==> src/design/ecs_pkg.sv <==
`default_nettype none

package ecs_pkg;

    localparam int LEVEL_BITS = 32;
    localparam int CNT_BITS   = 15;
    localparam int PROD_BITS  = LEVEL_BITS + 16;
    localparam int DIV_SHIFT  = 15;

    localparam int          SHIFT_KNEE = 11;
    localparam int          EXP_KNEE   = 'h6000;
    localparam logic [15:0] INC_FULL   = 16'h8000;
    localparam logic [3:0]  INC_BASE   = 4'd7;
    localparam logic [3:0]  DEC_BASE   = 4'd8;

    typedef struct packed {
        logic [4:0] rate_shift;
        logic [1:0] rate_step;
        logic       is_decrease;
        logic       is_exponential;
        logic       invert_sign;
    } t_ecs_in;

    typedef struct packed {
        logic              step_fired;
        logic signed [31:0] new_level;
    } t_ecs_out;

endpackage

`default_nettype wire

==> src/design/ecs_step.sv <==
`default_nettype none

module ecs_step import ecs_pkg::*; (
    input  t_ecs_in                       i_item,
    input  logic signed [LEVEL_BITS-1:0]  i_level,
    input  logic        [CNT_BITS-1:0]    i_count,
    output logic signed [LEVEL_BITS-1:0]  o_level,
    output logic        [CNT_BITS-1:0]    o_count,
    output logic                          o_fired
);

    localparam logic signed [PROD_BITS-1:0] PROD_BIAS = PROD_BITS'((1 << DIV_SHIFT) - 1);

    logic        [4:0]             inc_sh;
    logic        [3:0]             stp_sh;
    logic        [15:0]            inc;
    logic        [15:0]            inc_adj;
    logic        [15:0]            sum;
    logic        [3:0]             base;
    logic        [14:0]            mag;
    logic signed [15:0]            step16;
    logic signed [PROD_BITS-1:0]   prod;
    logic signed [PROD_BITS-1:0]   biased;
    logic        [LEVEL_BITS:0]    quot;
    logic signed [LEVEL_BITS-1:0]  exp_step;
    logic signed [LEVEL_BITS-1:0]  lin_step;
    logic signed [LEVEL_BITS-1:0]  sel_step;
    logic signed [LEVEL_BITS-1:0]  fin_step;

    always_comb begin
        inc_sh = (i_item.rate_shift > 5'(SHIFT_KNEE)) ?
                 5'(i_item.rate_shift - 5'(SHIFT_KNEE)) : '0;
        stp_sh = (i_item.rate_shift < 5'(SHIFT_KNEE)) ?
                 4'(5'(SHIFT_KNEE) - i_item.rate_shift) : '0;
        inc    = INC_FULL >> inc_sh;
        // exponential rise slows above the knee
        if (i_item.is_exponential && !i_item.is_decrease && (i_level > EXP_KNEE)) begin
            inc_adj = inc >> 2;
        end else begin
            inc_adj = inc;
        end
        sum     = {1'b0, i_count} + inc_adj;
        o_fired = sum[15];
        o_count = sum[CNT_BITS-1:0];

        base   = i_item.is_decrease ? (DEC_BASE - {2'b00, i_item.rate_step})
                                    : (INC_BASE - {2'b00, i_item.rate_step});
        mag    = 15'(base) << stp_sh;
        step16 = i_item.is_decrease ? -$signed({1'b0, mag}) : $signed({1'b0, mag});

        // scale by level/32768, truncating toward zero
        prod   = step16 * i_level;
        biased = prod[PROD_BITS-1] ? (prod + PROD_BIAS) : prod;
        quot   = biased[PROD_BITS-1:DIV_SHIFT];
        if ((quot == '0) && (i_level > 0)) begin
            exp_step = '1;
        end else begin
            exp_step = LEVEL_BITS'(quot);
        end
        lin_step = LEVEL_BITS'(step16);

        sel_step = (i_item.is_exponential && i_item.is_decrease) ? exp_step : lin_step;
        fin_step = i_item.invert_sign ? -sel_step : sel_step;
        o_level  = o_fired ? (i_level + fin_step) : i_level;
    end

endmodule

`default_nettype wire

==> src/design/envelope_counter_step_core.sv <==
// The input beat passes through an input register and a result register.
// Throughput: one tick per cycle while i_stall is low; the level/counter update is
// combinational through a 16x32 multiply, a rounding add, a negate and the level add.
// Reset (i_rst_n low, synchronous): level and rate counter cleared, both stages empty.
`default_nettype none

module envelope_counter_step_core import ecs_pkg::*; (
    input  logic     i_clk,
    input  logic     i_rst_n,
    input  logic     i_valid,
    output logic     o_stall,
    input  t_ecs_in  i_data,
    output logic     o_valid,
    input  logic     i_stall,
    output t_ecs_out o_data
);

    logic                          r_in_valid;
    t_ecs_in                       r_in;
    logic signed [LEVEL_BITS-1:0]  r_level;
    logic        [CNT_BITS-1:0]    r_count;
    logic                          r_out_valid;
    t_ecs_out                      r_out;

    logic signed [LEVEL_BITS-1:0]  n_level;
    logic        [CNT_BITS-1:0]    n_count;
    logic                          n_fired;
    logic                          adv;

    ecs_step u_step (
        .i_item  (r_in),
        .i_level (r_level),
        .i_count (r_count),
        .o_level (n_level),
        .o_count (n_count),
        .o_fired (n_fired)
    );

    assign adv     = !r_out_valid || !i_stall;
    assign o_stall = r_in_valid && !adv;
    assign o_valid = r_out_valid;
    assign o_data  = r_out;

    always_ff @(posedge i_clk) begin
        if (!i_rst_n) begin
            r_in_valid  <= 1'b0;
            r_out_valid <= 1'b0;
            r_level     <= '0;
            r_count     <= '0;
        end else begin
            if (!o_stall) begin
                r_in_valid <= i_valid;
            end
            if (adv) begin
                r_out_valid <= r_in_valid;
            end
            if (r_in_valid && adv) begin
                r_level <= n_level;
                r_count <= n_count;
            end
        end
    end

    always_ff @(posedge i_clk) begin
        if (i_valid && !o_stall) begin
            r_in <= i_data;
        end
        if (r_in_valid && adv) begin
            r_out.step_fired <= n_fired;
            r_out.new_level  <= 32'(n_level);
        end
    end

endmodule

`default_nettype wire

==> config.mk <==
export PLATFORM = sky130hd
export DESIGN_NAME = envelope_counter_step_core
export DESIGN_NICKNAME = d
export VERILOG_FILES = /design/src/design/ecs_pkg.sv /design/src/design/ecs_step.sv /design/src/design/envelope_counter_step_core.sv
export SDC_FILE = /design/constraint.sdc
export NUM_CORES = 2
export LEC_CHECK = 0
export BUFFER_PORTS_ARGS = -buffer_cell sky130_fd_sc_hd__buf_2
export CAP_MARGIN = 20
export CORE_MARGIN = 8
export CORE_UTILIZATION = 55
export CTS_CLUSTER_DIAMETER = 80
export DETAILED_ROUTE_END_ITERATION = 7
export GPL_TIMING_DRIVEN = 0
export PLACE_DENSITY = 0.75
export RECOVER_POWER = 50
export SYNTH_ARGS = -nofsm -noshare
export SYNTH_HDL_FRONTEND = slang
export SYNTH_SLANG_ARGS = --single-unit
==> constraint.sdc <==
create_clock -name i_clk -period 18.01 [get_ports i_clk]
set_input_delay 0.9005 -clock i_clk [delete_from_list [all_inputs] [get_ports i_clk]]
set_output_delay 0.9005 -clock i_clk [all_outputs]
set_load 0.05 [all_outputs]
After elaboration in Yosys (flattened, before gate mapping)
Index checks and enable logic that the tools add are counted.
{ "totals": {"input_bits": 14, "reg_bits": 92, "elab_cells": 51} }
{ "op_classes": {"multipliers": 1, "n_shift": 2, "n_lt_le_gt_ge": 4, "reduce_logical": 14, "n_mux": 10, "addsub": 9} }
{ "ops": {"columns": ["cell", "count"], "rows": [
  ["32-bit 2-to-1 mux", 4],
  ["48-bit by 16-bit adder with 48-bit output, second input constant", 1],
  ["16-bit by 32-bit multiplier with 48-bit output", 1],
  ["48-bit 2-to-1 mux", 1],
  ["33-bit logical NOT", 1],
  ["32-bit adder", 1],
  ["32-bit by 1-bit > comparator with 1-bit output, second input constant", 1],
  ["32-bit by 16-bit > comparator with 1-bit output, second input constant", 1],
  ["16-bit 2-to-1 mux", 2],
  ["32-bit negator", 1],
  ["15-bit by 16-bit adder with 16-bit output", 1],
  ["15-bit negator with 16-bit output", 1],
  ["16-bit by 5-bit right shift with 16-bit output, first input constant", 1],
  ["4-bit by 4-bit << shifter with 15-bit output", 1],
  ["4-bit 2-to-1 mux", 2],
  ["1-bit logical AND", 7],
  ["5-bit by 4-bit > comparator with 1-bit output, second input constant", 1],
  ["1-bit logical NOT", 5],
  ["5-bit by 4-bit < comparator with 1-bit output, second input constant", 1],
  ["5-bit 2-to-1 mux", 1],
  ["5-bit by 4-bit subtractor with 5-bit output, second input constant", 1],
  ["3-bit by 2-bit subtractor with 4-bit output, first input constant", 1],
  ["4-bit by 2-bit subtractor with 4-bit output, first input constant", 1],
  ["4-bit subtractor, first input constant", 1],
  ["1-bit logical OR", 1]
]} }

Logic depth before layout (Yosys ltp)
{ "depth": {"depth_word": 16, "depth_mapped": 70, "depth_no_buf": 66} }

By module
Synthesis repeated with hierarchy kept, for this count alone.
{ "unflattened": {"cells_unflattened": 3375, "hier_area_um2": 27550.2} }
{ "by_module_without_submodules": {"columns": ["mod", "instances", "cells_per_inst", "seq_area_each_um2", "area_per_inst_um2"], "rows": [
  ["ecs_step", 1, 3120, 0.0, 24307.1],
  ["envelope_counter_step_core", 1, 255, 2272.2, 3243.1]
]} }

Worst setup path after synthesis
OpenSTA, ideal clock, no wires.
{ "synth_path": {"path_type": "reg2reg", "start": "register r_in[8] (netlist bit)", "end": "register r_out (netlist bit o_data[30]), data pin", "t_arrival_ps": 15169, "period_less_slack_ps": 15429, "path_buffers": 4, "path_slack_ps": 2581, "stages_incl_launch_ff": 64, "path_cell_list": "edfxtp_1 > clkbuf_1 > a211o_1 > mux2_2 > mux2_2 > mux2_2 > nand2_1 > nand2_1 > o31ai_1 > nand2b_1 > inv_1 > a21boi_0 > xnor2_1 > clkbuf_1 > nand2_1 > fa_1 > inv_1 > fa_1 > [... 28 more ...] > fa_1 > a21o_1 > a21oi_1 > o21bai_1 > a21oi_1 > o21bai_1 > a21oi_1 > nor2b_1 > o21a_1 > o41ai_1 > o211a_1 > a2111oi_0 > nor3_1 > o31ai_1 > o41ai_1 > o21ai_0 > xor2_1 > mux2_2"} }
{ "synth_via": {"elab_chain_len": 16, "word_cells_on_any_way": 23, "classes_between": "add/sub (7); mul (1); order compare (2); shift (2); mux (9); reduce/logical (2)"} }
{ "synth_lines": {"columns": ["element", "line", "text"], "rows": [
  ["start: declaration", "envelope_counter_step_core.sv:19", "t_ecs_in r_in;"],
  ["start signal: assignment", "envelope_counter_step_core.sv:66", "r_in <= i_data;"],
  ["4-bit subtractor or 5-bit by 4-bit < comparator with 1-bit output (tied branches)", "ecs_step.sv:34, ecs_step.sv:33", null],
  ["4-bit 2-to-1 mux", "ecs_step.sv:33", "stp_sh = (i_item.rate_shift < 5'(SHIFT_KNEE)) ?"],
  ["4-bit by 4-bit << shifter with 15-bit output", "ecs_step.sv:48", "mag = 15'(base) << stp_sh;"],
  ["15-bit negator with 16-bit output", "ecs_step.sv:49", "step16 = i_item.is_decrease ? -$signed({1'b0, mag}) : $signed({1'b0, mag});"],
  ["16-bit 2-to-1 mux", "ecs_step.sv:49", null],
  ["16-bit by 32-bit multiplier with 48-bit output", "ecs_step.sv:52", "prod = step16 * i_level;"],
  ["48-bit by 16-bit adder with 48-bit output", "ecs_step.sv:53", "biased = prod[PROD_BITS-1] ? (prod + PROD_BIAS) : prod;"],
  ["48-bit 2-to-1 mux", "ecs_step.sv:53", null],
  ["33-bit logical NOT", "ecs_step.sv:55", "if ((quot == '0) && (i_level > 0)) begin"],
  ["1-bit logical AND", "ecs_step.sv:55", null],
  ["32-bit 2-to-1 mux", "ecs_step.sv:55", null],
  ["32-bit 2-to-1 mux", "ecs_step.sv:62", "sel_step = (i_item.is_exponential && i_item.is_decrease) ? exp_step : lin_step;"],
  ["32-bit negator", "ecs_step.sv:63", "fin_step = i_item.invert_sign ? -sel_step : sel_step;"],
  ["32-bit 2-to-1 mux", "ecs_step.sv:63", null],
  ["32-bit adder", "ecs_step.sv:64", "o_level = o_fired ? (i_level + fin_step) : i_level;"],
  ["32-bit 2-to-1 mux *", "ecs_step.sv:64", null],
  ["named net n_level[30]", "envelope_counter_step_core.sv:25", "logic signed [LEVEL_BITS-1:0] n_level;"],
  ["end: declaration", "envelope_counter_step_core.sv:23", "t_ecs_out r_out;"]
]} }
Mark *: on every way through the listed nets, which the timed path passes. The rest lies on a longest branch.
A chain may end at the register's enable or synchronous reset.

Final worst setup path
Same ends and word-level chain as after synthesis.

==> flow_summary.json <==
{
  "outcome": "finished, violations left",
  "violations": "max-capacitance violations, max-slew violations",
  "worstPathRequired_ps": 18110,
  "seqPwrFrac_pct": 10.7,
  "viasPerCell": 5.75,
  "clock-sinks": 92,
  "vdd_drop_max_v": 0.0000499,
  "gr-usage-all-layers_pct": 28.4,
  "vias": 23300,
  "antenna_found_initial": 2,
  "htree_levels": 3,
  "crit_top_cell": "fa_1",
  "dp_cells": 4025,
  "die_width_um": 239,
  "design.core.area_sq_um": 49000,
  "rows": 81,
  "drc": 0,
  "synth_fa_ha_area_share_pct": 43.8,
  "async_flop_share_pct": 0,
  "wire_per_inst_um": 19.6,
  "port_buffers": 48,
  "regArea_sq_um": 2270,
  "drv_slew": 39,
  "fp.dieArea_sq_um": 56900,
  "rsz0062_at_grt": "no",
  "synth_top_family_by_area": "adder cells",
  "fin_setup_tns_ps": 0,
  "p_int_w": 0.00102,
  "drive_gt1_share_pct": 6.27,
  "clk_latency_ps": 350,
  "synth-edff-count": 43,
  "syn_area_sq_um": 27300,
  "instances_no_fill": 4062,
  "dp_hpwl_mm": 65.8,
  "clk_pin_slew_ps": 70,
  "grt_pass1_wl_mm": 128,
  "p_switching_w": 0.00127,
  "fin_skew_ps": 8.24,
  "crit_family": "compound AO/OA/AOI/OAI gates",
  "cp_slowest_cell": "fa_1",
  "synth.area.mux_share_pct": 1.90,
  "grt_pass1_vias": 23500,
  "hp-class": "register to register",
  "start_kind": "register",
  "p_clk_share_pct": 8.9,
  "powerDensity_nw_per_um2": 78.2,
  "power_frac_comb_pct": 80.4,
  "cp_data_arrival_time_ps": 17320,
  "setup_viol_count_final": 0,
  "nFillCells": 4419,
  "ant_nets": 0,
  "die_h_um": 239,
  "multi_input_area_sq_um": 22300,
  "finalCritPeriodShare_pct": 95.6,
  "syn-num-nets": 3979,
  "slowest_delay_ps": 580,
  "grt_max_degree": 39,
  "clock.fmax_mhz": 58.1,
  "wl_mm": 79.7,
  "synth_compound_area_share_pct": 10.9,
  "timing.final.crit_period_ps": 17210,
  "synthCells": 3304,
  "cp_max_fo": 10,
  "switching_share_pct": 55.3,
  "synth_area_leaders": "fa_1 (36%), inv_1 (8.5%), ha_1 (7.9%)",
  "cts_tree": "yes",
  "endpoint_kind": "register",
  "clock_path_buffers": 2,
  "ys_ff_latch": 92,
  "start_util_pct": 55.7,
  "syn2layout_area_growth_pct": 7.17,
  "synth_ff_type": "dfxtp_1",
  "hold_viol_final": 0,
  "clock-root-buffer": "clkbuf_16",
  "nNetsFinal": 4068,
  "crit_type": "register to register",
  "synth_top_area_cell": "fa_1",
  "synth_area_per_cell_sq_um": 8.25,
  "pin_count": 49,
  "grt_overflow": 0,
  "ys_types": 97,
  "place.gp.congestion": 1.02,
  "dr.first_iter.drc_count": 2072,
  "worst-path-buf-inv": 8,
  "tightest_slew_ps": 2180,
  "synthSimpleGateAreaFrac_pct": 19.1,
  "cts-buffers-inserted": 9,
  "ys_warn_count": 0,
  "synth_top_area_share_pct": 35.8,
  "dr.pass1.iters": 5,
  "antenna_cells": 0,
  "leakage_nw": 14.0,
  "drv_cap": 1,
  "synthXorXnorAreaFrac_pct": 4.94,
  "slew_headroom_pct": -45.6,
  "synth-seq-area-share_pct": 8.34
}
==> placed cells by master, fill, tap and decap left out, types with 9 or more instances in the layout <==
cell	Yosys	final
a211oi_1	24	19
a21o_1	41	41
a21oi_1	148	146
a31oi_1	9	9
and2_1	132	132
and3_1	28	28
buf_1	10	9
buf_2	9	24
buf_4	1	24
clkbuf_1	153	163
clkbuf_16	0	10
clkbuf_2	2	24
dfxtp_1	49	49
edfxtp_1	43	43
fa_1	488	488
ha_1	173	173
inv_1	617	619
mux2_2	36	36
mux2i_1	10	10
nand2_1	513	513
nand2b_1	24	24
nand3_1	39	39
nand4_1	24	24
nor2_1	167	167
nor2b_1	36	36
nor3_1	48	47
nor4_1	16	13
o211ai_1	9	9
o21a_1	12	12
o21ai_0	72	69
o21ai_1	10	11
o21bai_1	22	22
o22ai_1	11	11
o31ai_1	17	15
or2_2	14	14
or3_1	23	23
xnor2_1	111	102
xor2_1	41	36
==> worst reg2reg max path, delay by kind of cell (launching register included) <==
family	cells	cell delay [ps]
AO/OA/AOI/OAI	22	5490
AND/OR/NAND/NOR	16	3600
buffers and inverters	8	1380
adder cells (fa/ha/maj)	9	4070
multiplexers	4	1170
XOR/XNOR	3	830
flip-flops	1	430
==> area by class of cell <==
| class | instances | share of cell area (%) |
|---|---|---|
| Buffer | 176 | 2.51 |
| Inverter | 619 | 7.95 |
| Clock inverter | 6 | 0.236 |
| Clock buffer | 10 | 0.857 |
| Tap cell | 664 | 2.84 |
| Sequential cell | 92 | 7.78 |
| Timing Repair Buffer | 78 | 1.50 |
| Multi-Input combinational cell | 2417 | 76.3 |
==> cell families (layout without fill, tap and decap cells) <==
family,count (synthesis),count (layout)
mux,47,47
buf+inv,795,889
flops,92,92
simple gates,1102,1102
fa+ha+maj,661,661
compound gates,454,454
xor+xnor,153,153
==> synth_stat cells (17+ instances only) <==
master,n
xor2_1,41
nand2_1,513
o31ai_1,17
o21ai_0,72
xnor2_1,111
a21o_1,41
and2_1,132
fa_1,488
nor3_1,48
mux2_2,36
clkbuf_1,153
and3_1,28
ha_1,173
nand4_1,24
dfxtp_1,49
a211oi_1,24
nor2b_1,36
nand2b_1,24
inv_1,617
o21bai_1,22
edfxtp_1,43
or3_1,23
nor2_1,167
nand3_1,39
a21oi_1,148
==> through the flow <==
step	hold slack, ps	cell area, sq um	setup slack (ps)	power, W	utilization [%]
after floorplan	436	27300	2580	0.00153	-
final	458	29200	797	0.00229	59.7
after CTS	460	28900	273	0.00221	59.1
after global routing	476	29200	50.8	0.00248	59.7
after global placement	447	28300	-1510	0.00196	57.9
after detailed placement	450	28400	-1090	0.00199	58.1
==> power groups by stage <==
| stage | logic (W) | clock network, W | registers, W |
|---|---|---|---|
| finish | 0.00184 | 0.000203 | 0.000244 |
| global route | 0.00202 | 0.000213 | 0.000245 |
| CTS | 0.00176 | 0.000206 | 0.000243 |
| detailed placement | 0.00174 | 0 | 0.000248 |
| global placement | 0.00172 | 0 | 0.000248 |
| floorplan | 0.00127 | 0 | 0.000268 |
==> path summary, 6_finish.rpt <==
kind | cells past startpoint | slack (ps) | end | from
worst max-delay path | 62 | 800 | o_data[30] | r_in[8]
worst max register to register | 62 | 800 | o_data[30] | r_in[8]
worst min-delay path | 2 | 460 | r_count[4] | r_count[4]
worst min register to register | 2 | 460 | r_count[4] | r_count[4]
==> per-layer routing <==
metal  up-vias  wire, um  GRT usage, %
li1      10500         -             -
met1     11500     32600          38.8
met2      1082     36500          45.1
met3       171      7980          5.74
met4         0      2630          8.99
met5         -         0             0
==> state kept, by name (all words and copies together), names as in the netlist <==
name and count:
r_level 32, o_valid 1, r_in 10, r_in_valid 1
r_count 15, o_data 33
==> what timing repair did <==
| action | in CTS | in global routing |
|---|---|---|
| setup buffers | 1 | 19 |
| gates resized for setup | 37 | 58 |
| pin swaps | 2 | 11 |
| hold buffers | 0 | 0 |
| setup endpoints to repair | 20 | 24 |
Note: power is estimated with default switching activity, not from simulation.
